## config.mk

```make
export PLATFORM = sky130hd
export DESIGN_NAME = two_button_short_long_press_classifier_core
export DESIGN_NICKNAME = d
export VERILOG_FILES = /design/src/design/tpbc_pkg.sv /design/src/design/tpbc_cfg_regs.sv /design/src/design/tpbc_fsm.sv /design/src/design/tpbc_out_buf.sv /design/src/design/two_button_short_long_press_classifier_core.sv
export VERILOG_INCLUDE_DIRS = /design/src /design/src/design
export SDC_FILE = /design/constraint.sdc
export NUM_CORES = 1
export LEC_CHECK = 0
export BUFFER_PORTS_ARGS = -buffer_cell sky130_fd_sc_hd__buf_4
export CAP_MARGIN = 10
export CORE_UTILIZATION = 63
export CTS_CLUSTER_DIAMETER = 80
export DETAILED_ROUTE_END_ITERATION = 12
export GPL_ROUTABILITY_DRIVEN = 0
export PLACE_DENSITY = 0.84
export RECOVER_POWER = 100
export SLEW_MARGIN = 15
export SYNTH_ARGS = -nofsm -noshare
export SYNTH_HDL_FRONTEND = slang
export SYNTH_SLANG_ARGS = --single-unit
```

## constraint.sdc

```tcl
create_clock -name clk -period 4.2 [get_ports clk]
set_input_delay 0.84 -clock clk [delete_from_list [all_inputs] [get_ports clk]]
set_output_delay 0.84 -clock clk [all_outputs]
set_load 0.005 [all_outputs]
```

## src/design/two_button_short_long_press_classifier_core_macros.svh

```systemverilog
// Assertion macros for the two-button press classifier.
// Included by the top level; depends on a clk and rst in scope.
`ifndef TWO_BUTTON_SHORT_LONG_PRESS_CLASSIFIER_CORE_MACROS_SVH
`define TWO_BUTTON_SHORT_LONG_PRESS_CLASSIFIER_CORE_MACROS_SVH

// Condition holds at every edge out of reset.
`define TPBC_ASSERT_ALWAYS(label, cond, msg) \
  label: assert property (@(posedge clk) disable iff (rst) (cond)) \
    else $error(msg);

// Antecedent implies consequent on the following edge.
`define TPBC_ASSERT_NEXT(label, ante, cons, msg) \
  label: assert property (@(posedge clk) disable iff (rst) (ante) |=> (cons)) \
    else $error(msg);

// Antecedent implies consequent on the same edge.
`define TPBC_ASSERT_SAME(label, ante, cons, msg) \
  label: assert property (@(posedge clk) disable iff (rst) (ante) |-> (cons)) \
    else $error(msg);

`endif

```

## src/design/tpbc_pkg.sv

```systemverilog
// Shared types and constants for the two-button press classifier.
// No dependencies; imported by every module of the block.
`timescale 1ns / 1ps

package tpbc_pkg;

  localparam int TickW = 7;
  localparam int CodeW = 4;
  localparam int PhaseW = 2;
  localparam int CfgIdxW = 2;

  // Configuration register indexes
  localparam logic [CfgIdxW-1:0] CFG_DEBOUNCE = 2'd0;
  localparam logic [CfgIdxW-1:0] CFG_LONG_PRESS = 2'd1;
  localparam logic [CfgIdxW-1:0] CFG_GUARD = 2'd2;

  localparam logic [TickW-1:0] DEBOUNCE_RESET = 7'd6;
  localparam logic [TickW-1:0] LONG_PRESS_RESET = 7'd30;
  localparam logic [TickW-1:0] GUARD_RESET = 7'd10;

  // Phase codes
  localparam logic [PhaseW-1:0] PH_IDLE = 2'd0;
  localparam logic [PhaseW-1:0] PH_MEASURE = 2'd1;
  localparam logic [PhaseW-1:0] PH_GUARD = 2'd2;

  localparam logic [CodeW-1:0] CODE_A = 4'd7;
  localparam logic [CodeW-1:0] CODE_B = 4'd5;

  localparam logic OP_EVENT = 1'b0;

  typedef struct packed {
    logic [TickW-1:0] debounce_ticks;
    logic [TickW-1:0] long_press_ticks;
    logic [TickW-1:0] guard_ticks;
  } cfg_t;

  typedef struct packed {
    logic             valid;
    logic [CodeW-1:0] code;
  } result_t;

  typedef struct packed {
    logic [PhaseW-1:0] phase;
  } fsm_status_t;

endpackage

```

## src/design/tpbc_cfg_regs.sv

```systemverilog
// Configuration registers for the press classifier.
// Depends on tpbc_pkg.
`timescale 1ns / 1ps

module tpbc_cfg_regs import tpbc_pkg::*; (
  input  logic               clk,
  input  logic               rst,
  input  logic               wr_en,
  input  logic [CfgIdxW-1:0] wr_index,
  input  logic [TickW-1:0]   wr_data,
  output cfg_t               cfg
);

  always_ff @(posedge clk) begin
    if (rst) begin
      cfg.debounce_ticks <= DEBOUNCE_RESET;
      cfg.long_press_ticks <= LONG_PRESS_RESET;
      cfg.guard_ticks <= GUARD_RESET;
    end else if (wr_en) begin
      unique case (wr_index)
        CFG_DEBOUNCE:   cfg.debounce_ticks <= wr_data;
        CFG_LONG_PRESS: cfg.long_press_ticks <= wr_data;
        CFG_GUARD:      cfg.guard_ticks <= wr_data;
        default: ;  // drop writes beyond the register list
      endcase
    end
  end

endmodule

```

## src/design/tpbc_fsm.sv

```systemverilog
// Press qualification state: phase, tick count and pending code.
// Depends on tpbc_pkg; emits at most one result per accepted item.
`timescale 1ns / 1ps

module tpbc_fsm import tpbc_pkg::*; (
  input  logic        clk,
  input  logic        rst,
  input  cfg_t        cfg,
  input  logic        item_en,
  input  logic        op,
  input  logic        pin_a_level,
  input  logic        pin_b_level,
  output result_t     res,
  output fsm_status_t status
);

  logic [PhaseW-1:0] phase, phase_next;
  logic [TickW-1:0]  tick_count, tick_count_next;
  logic [CodeW-1:0]  pending_code, pending_code_next;

  logic              a_low, b_low;
  logic [PhaseW-1:0] phase_cur;
  logic [TickW-1:0]  cnt_inc;

  assign a_low = ~pin_a_level;
  assign b_low = ~pin_b_level;
  assign cnt_inc = tick_count + 7'd1;
  // Unused phase code behaves as idle
  assign phase_cur = (phase == PH_MEASURE || phase == PH_GUARD) ? phase : PH_IDLE;

  always_comb begin
    phase_next = phase_cur;
    tick_count_next = tick_count;
    pending_code_next = pending_code;
    res.valid = 1'b0;
    res.code = pending_code;
    if (op == OP_EVENT) begin
      if (phase_cur == PH_IDLE && (a_low || b_low)) begin
        phase_next = PH_MEASURE;
        tick_count_next = '0;
      end
    end else if (phase_cur == PH_MEASURE) begin
      tick_count_next = cnt_inc;
      priority if (cnt_inc == cfg.debounce_ticks) begin
        priority if (a_low) begin
          pending_code_next = CODE_A;
        end else if (b_low) begin
          pending_code_next = CODE_B;
        end else begin
          phase_next = PH_IDLE;
          tick_count_next = '0;
        end
      end else if (cnt_inc > cfg.debounce_ticks && cnt_inc < cfg.long_press_ticks) begin
        // both released: short press
        if (!a_low && !b_low) begin
          phase_next = PH_GUARD;
          tick_count_next = '0;
        end
      end else if (cnt_inc > cfg.long_press_ticks) begin
        pending_code_next = pending_code + 4'd1;
        phase_next = PH_GUARD;
        tick_count_next = '0;
      end else begin
        // count below debounce count or equal to long-press count: hold
      end
    end else if (phase_cur == PH_GUARD) begin
      tick_count_next = cnt_inc;
      if (cnt_inc > cfg.guard_ticks) begin
        res.valid = 1'b1;
        phase_next = PH_IDLE;
        tick_count_next = '0;
      end
    end
    if (!item_en) begin
      res.valid = 1'b0;
    end
  end

  always_ff @(posedge clk) begin
    if (rst) begin
      phase <= PH_IDLE;
      tick_count <= '0;
      pending_code <= '0;
    end else if (item_en) begin
      phase <= phase_next;
      tick_count <= tick_count_next;
      pending_code <= pending_code_next;
    end
  end

  assign status.phase = phase;

endmodule

```

## src/design/tpbc_out_buf.sv

```systemverilog
// Result register with a skid entry so items keep flowing during a stall.
// Depends on tpbc_pkg.
`timescale 1ns / 1ps

module tpbc_out_buf import tpbc_pkg::*; (
  input  logic             clk,
  input  logic             rst,
  input  result_t          res,
  output logic             can_accept,
  output logic             out_valid,
  input  logic             out_ready,
  output logic [CodeW-1:0] press_code
);

  logic             skid_valid;
  logic [CodeW-1:0] skid_code;

  assign can_accept = ~skid_valid;

  always_ff @(posedge clk) begin
    if (rst) begin
      out_valid <= 1'b0;
      skid_valid <= 1'b0;
    end else if (!out_valid || out_ready) begin
      // output slot frees: advance skid first, keep order
      if (skid_valid) begin
        out_valid <= 1'b1;
        skid_valid <= res.valid;
      end else begin
        out_valid <= res.valid;
      end
    end else if (res.valid) begin
      skid_valid <= 1'b1;
    end
  end

  always_ff @(posedge clk) begin
    if (!out_valid || out_ready) begin
      if (skid_valid) begin
        press_code <= skid_code;
        skid_code <= res.code;
      end else begin
        press_code <= res.code;
      end
    end else if (res.valid) begin
      skid_code <= res.code;
    end
  end

endmodule

```

## src/design/two_button_short_long_press_classifier_core.sv

```systemverilog
// Top level of the two-button short/long press classifier.
// Depends on tpbc_pkg, tpbc_cfg_regs, tpbc_fsm, tpbc_out_buf and the macros header.
`timescale 1ns / 1ps
`include "two_button_short_long_press_classifier_core_macros.svh"

// Usage:
// - Input channel (in_valid/in_ready): one item per pin-change event (op 0) or
//   timer tick (op 1), carrying both active-low pin levels.
// - Output channel (out_valid/out_ready): press_code 5/6 for B short/long,
//   7/8 for A short/long, sent on the guard tick that closes a press.
// - Config channel (cfg_valid/cfg_ready): cfg_index 0 debounce, 1 long press,
//   2 guard; cfg_data is the 7-bit value. Always ready; write only while idle.
// - Each item is processed in the cycle it is accepted; one item per cycle
//   while in_ready is high. A result is registered into the output or skid entry.
// - The output register plus one skid entry decouple the two sides: while
//   the receiver stalls, items keep being accepted until the skid entry
//   fills, then in_ready drops until the receiver takes a result.
// - Reset (rst, synchronous) returns to idle with count and code cleared,
//   restores the register defaults 6, 30 and 10, and empties the output.

module two_button_short_long_press_classifier_core import tpbc_pkg::*; (
  input  logic               clk,
  input  logic               rst,
  input  logic               in_valid,
  output logic               in_ready,
  input  logic               op,
  input  logic               pin_a_level,
  input  logic               pin_b_level,
  output logic               out_valid,
  input  logic               out_ready,
  output logic [CodeW-1:0]   press_code,
  input  logic               cfg_valid,
  output logic               cfg_ready,
  input  logic [CfgIdxW-1:0] cfg_index,
  input  logic [TickW-1:0]   cfg_data
);

  cfg_t        cfg;
  result_t     res;
  fsm_status_t status;
  logic        item_en;

  assign cfg_ready = 1'b1;
  assign item_en = in_valid & in_ready;

  tpbc_cfg_regs u_cfg (
    .clk      (clk),
    .rst      (rst),
    .wr_en    (cfg_valid & cfg_ready),
    .wr_index (cfg_index),
    .wr_data  (cfg_data),
    .cfg      (cfg)
  );

  tpbc_fsm u_fsm (
    .clk         (clk),
    .rst         (rst),
    .cfg         (cfg),
    .item_en     (item_en),
    .op          (op),
    .pin_a_level (pin_a_level),
    .pin_b_level (pin_b_level),
    .res         (res),
    .status      (status)
  );

  tpbc_out_buf u_out (
    .clk        (clk),
    .rst        (rst),
    .res        (res),
    .can_accept (in_ready),
    .out_valid  (out_valid),
    .out_ready  (out_ready),
    .press_code (press_code)
  );

  `TPBC_ASSERT_SAME(a_res_from_guard, res.valid, status.phase == PH_GUARD,
    "result raised outside the guard phase")
  `TPBC_ASSERT_SAME(a_full_shows_result, !in_ready, out_valid,
    "skid entry holds an item while the output is empty")
  `TPBC_ASSERT_NEXT(a_emit_goes_idle, res.valid, status.phase == PH_IDLE,
    "block did not return to idle after reporting")
  `TPBC_ASSERT_NEXT(a_result_lands, res.valid, out_valid,
    "accepted result did not reach the output")

endmodule
```

==> flow_metrics.tcl <==
set metrics [dict create \
    initialDrtViolationCount 110 \
    netlist_area_um2 2480 \
    synth.avg_cell_area_um2 8.91 \
    worst_pin_slew_ps 1020 \
    clk-insertion-delay-late_ps 300 \
    crit_type "register to register" \
    worstPathMaxFanout 8 \
    reg2reg_from "u_fsm.tick_count[0]" \
    worstSetupStartpointType "register" \
    hold_buffers 0 \
    wire_per_inst_um 15.2 \
    die_y_um 64.7 \
    synth_seq_cells 44 \
    antenna_found_initial 0 \
    ff2ff_path_depth 10 \
    yosys-top-cells-count "36 x dfxtp_1, 32 x nor2_1, 25 x ha_1, 21 x inv_1, 19 x nand2_1" \
    globalRouteTotalUtil 0.271 \
    syn_nets 320 \
    min_path_type "register to register" \
    ant_nets 0 \
    postCtsSetupBuffers 0 \
    synthFlopType "dfxtp_1" \
    outcome "completed" \
    htree_num_levels 2 \
    syn_inst 278 \
    clkTransAtPathRegs_ps 80 \
    cp-startpoint "u_fsm.tick_count[0]" \
    p_sw_frac 0.250 \
    layout_setup_ws_ps 735 \
    internal-power_mw 0.587 \
    combPwrFrac 0.102 \
    cts_root_buf "clkbuf_8" \
    drcViolationCount 0 \
    async_reset_ff_frac 0 \
    drive_gt1_frac 0.114 \
    synth-edff-count 8 \
    clkPwrFrac 0.334 \
    yosysMostFrequentCell "dfxtp_1" \
    yosysTopAreaCellShare 0.291 \
    avgViaCountPerCell 5.82 \
    placed_cells 338 \
    hold_path_depth 2 \
    maxCapViolations 0 \
    synth_area_leaders "dfxtp_1 29%, ha_1 13%, edfxtp_1 9.7%, nor2_1 4.9%, mux2i_1 4.4%" \
    p_seq_frac 0.564 \
    required_ps 4420 \
    grt_pass1_wl_um 8540 \
    final_net_count 339 \
    p_switching_mw 0.196 \
    finalSetupViolations 0 \
    antenna_cells 0 \
    ctsResizeCount 0 \
    fmax_mhz 289 \
    crit_arrival_ps 3690 \
    synthToLayoutAreaGrowth_pct 10.0 \
    yosys.area.top_type "dfxtp_1" \
    routed_wl_um 5280 \
    endpoint_kind "register" \
    dp_hpwl_um 3950 \
    rrSetupSlack_ps 730 \
    relSlewSlack 0.315 \
    ys_types 44 \
    fin_crit_sh 0.825 \
    p_leak_nw 1.23 \
    synth_warnings 0 \
    hold_viol 0 \
    die_w_um 64.7 \
    overflow 0 \
    vias 2012 \
    port_buffers 22 \
    grt_pass1_vias 1900 \
    numCtsBuffers 5 \
    rows 22 \
    fp.dieArea_um2 4180 \
    clkSinkCount 44 \
    start_util 0.666 \
    slew_violations 0 \
    rsz0062_at_grt "false" \
    final_cells 346 \
    cts_tree "built" \
    power_density_nw_per_um2 287 \
    core_area_um2 3720 \
    placed_area_um2 2660 \
    first_pass_iters 4 \
    grt_start_max_net_pins 33 \
    yosysSeqAreaShare 0.388 \
    dp_slack_ps 1110 \
    ios 24 \
    postLayoutCellArea_um2 2720 \
    period_minus_slack_ps 3470 \
    fin_util 0.733 \
    final.setup.tns_ps 0 \
    crit_end "u_fsm.status[0]" \
    reg2reg_to "u_fsm.status[0]" \
    cts_max_path_buffers 2 \
    fin_worst_skew_ps 8.46 \
    max-vdd-ir-drop_mv 0.204 \
]
-- cell type report --
class	instances	area, µm²
Fill cell	291	992
Inverter	21	78.8
Clock inverter	1	5.00
Multi-Input combinational cell	202	1380
Sequential cell	44	961
Clock buffer	7	76.3
Timing Repair Buffer	23	161
Tap cell	48	60.1
-- power by group through the flow --
stage               logic, mW  clock network, mW  registers [mW]
CTS                    0.0803              0.261           0.441
global placement       0.0771                  0           0.451
detailed placement     0.0796                  0           0.451
global route           0.0894              0.277           0.443
finish                 0.0795              0.261           0.441
floorplan              0.0528                  0           0.450
-- cell usage in the layout (no fill, tap or decap), drive strengths merged, types with 3 or more instances in the layout --
master,count
a211o,4
a211oi,6
a21oi,18
a22o,6
and3,4
buf,13
clkbuf,17
dfxtp,36
edfxtp,8
ha,25
inv,21
mux2,4
mux2i,11
nand2,19
nand2b,9
nand3,10
nand3b,5
nand4,3
nor2,32
nor3,4
o21ai,15
o31ai,3
xnor2,3
-- worst max-delay path, cell delays in order, from the launching register on --
cell and delay, ps:
dfxtp_1 460, ha_1 240, nand3_1 130, xnor2_1 400, ha_1 340, a211oi_2 220, nor2_1 80, o31ai_1 820
o32a_1 330, a31oi_1 90, a211oi_1 260
-- state kept, by name, indices dropped and copies added, names as in the netlist --
name	count
u_cfg.cfg	21
u_fsm.status	2
u_out.out_valid	1
u_out.skid_valid	1
u_out.skid_code	4
u_fsm.tick_count	7
u_fsm.pending_code	4
u_out.press_code	4
-- routing by layer --
metal	wire, µm	global-route usage	up-vias	part of all wire
li1	-	-	1017	-
met1	2550	0.362	944	0.48
met2	2400	0.424	37	0.45
met3	170	0.0440	14	0.032
met4	154	0.131	0	0.029
met5	0	0	-	0
-- metrics by stage --
step / hold slack, ps / total power, mW
global placement: 476 / 0.528
finish: 505 / 0.782
detailed placement: 484 / 0.531
floorplan: 463 / 0.503
global route: 538 / 0.809
CTS: 503 / 0.782
-- worst min path at each step --
stage	start	endpoint	slack (ps)
floorplan	u_cfg.cfg[12]	u_cfg.cfg[12]	460
global placement	u_cfg.cfg[6]	u_cfg.cfg[6]	480
detailed placement	u_cfg.cfg[6]	u_cfg.cfg[6]	480
CTS	u_cfg.cfg[6]	u_cfg.cfg[6]	500
global route	u_fsm.pending_code[3]	u_out.skid_code[3]	540
finish	u_cfg.cfg[6]	u_cfg.cfg[6]	500
-- kinds of logic (layout without fill, tap and decap cells) --
group / count (synthesis) / count (layout) / share of synthesized area
buf+inv: 32 / 52 / 0.0500
mux: 15 / 15 / 0.0627
flops: 44 / 44 / 0.388
fa+ha+maj: 25 / 25 / 0.126
xor+xnor: 4 / 4 / 0.0142
compound gates: 61 / 61 / 0.162
simple gates: 96 / 96 / 0.195
other cells: 1 / 1 / 0.00151
(Power assumes the default switching activity.)
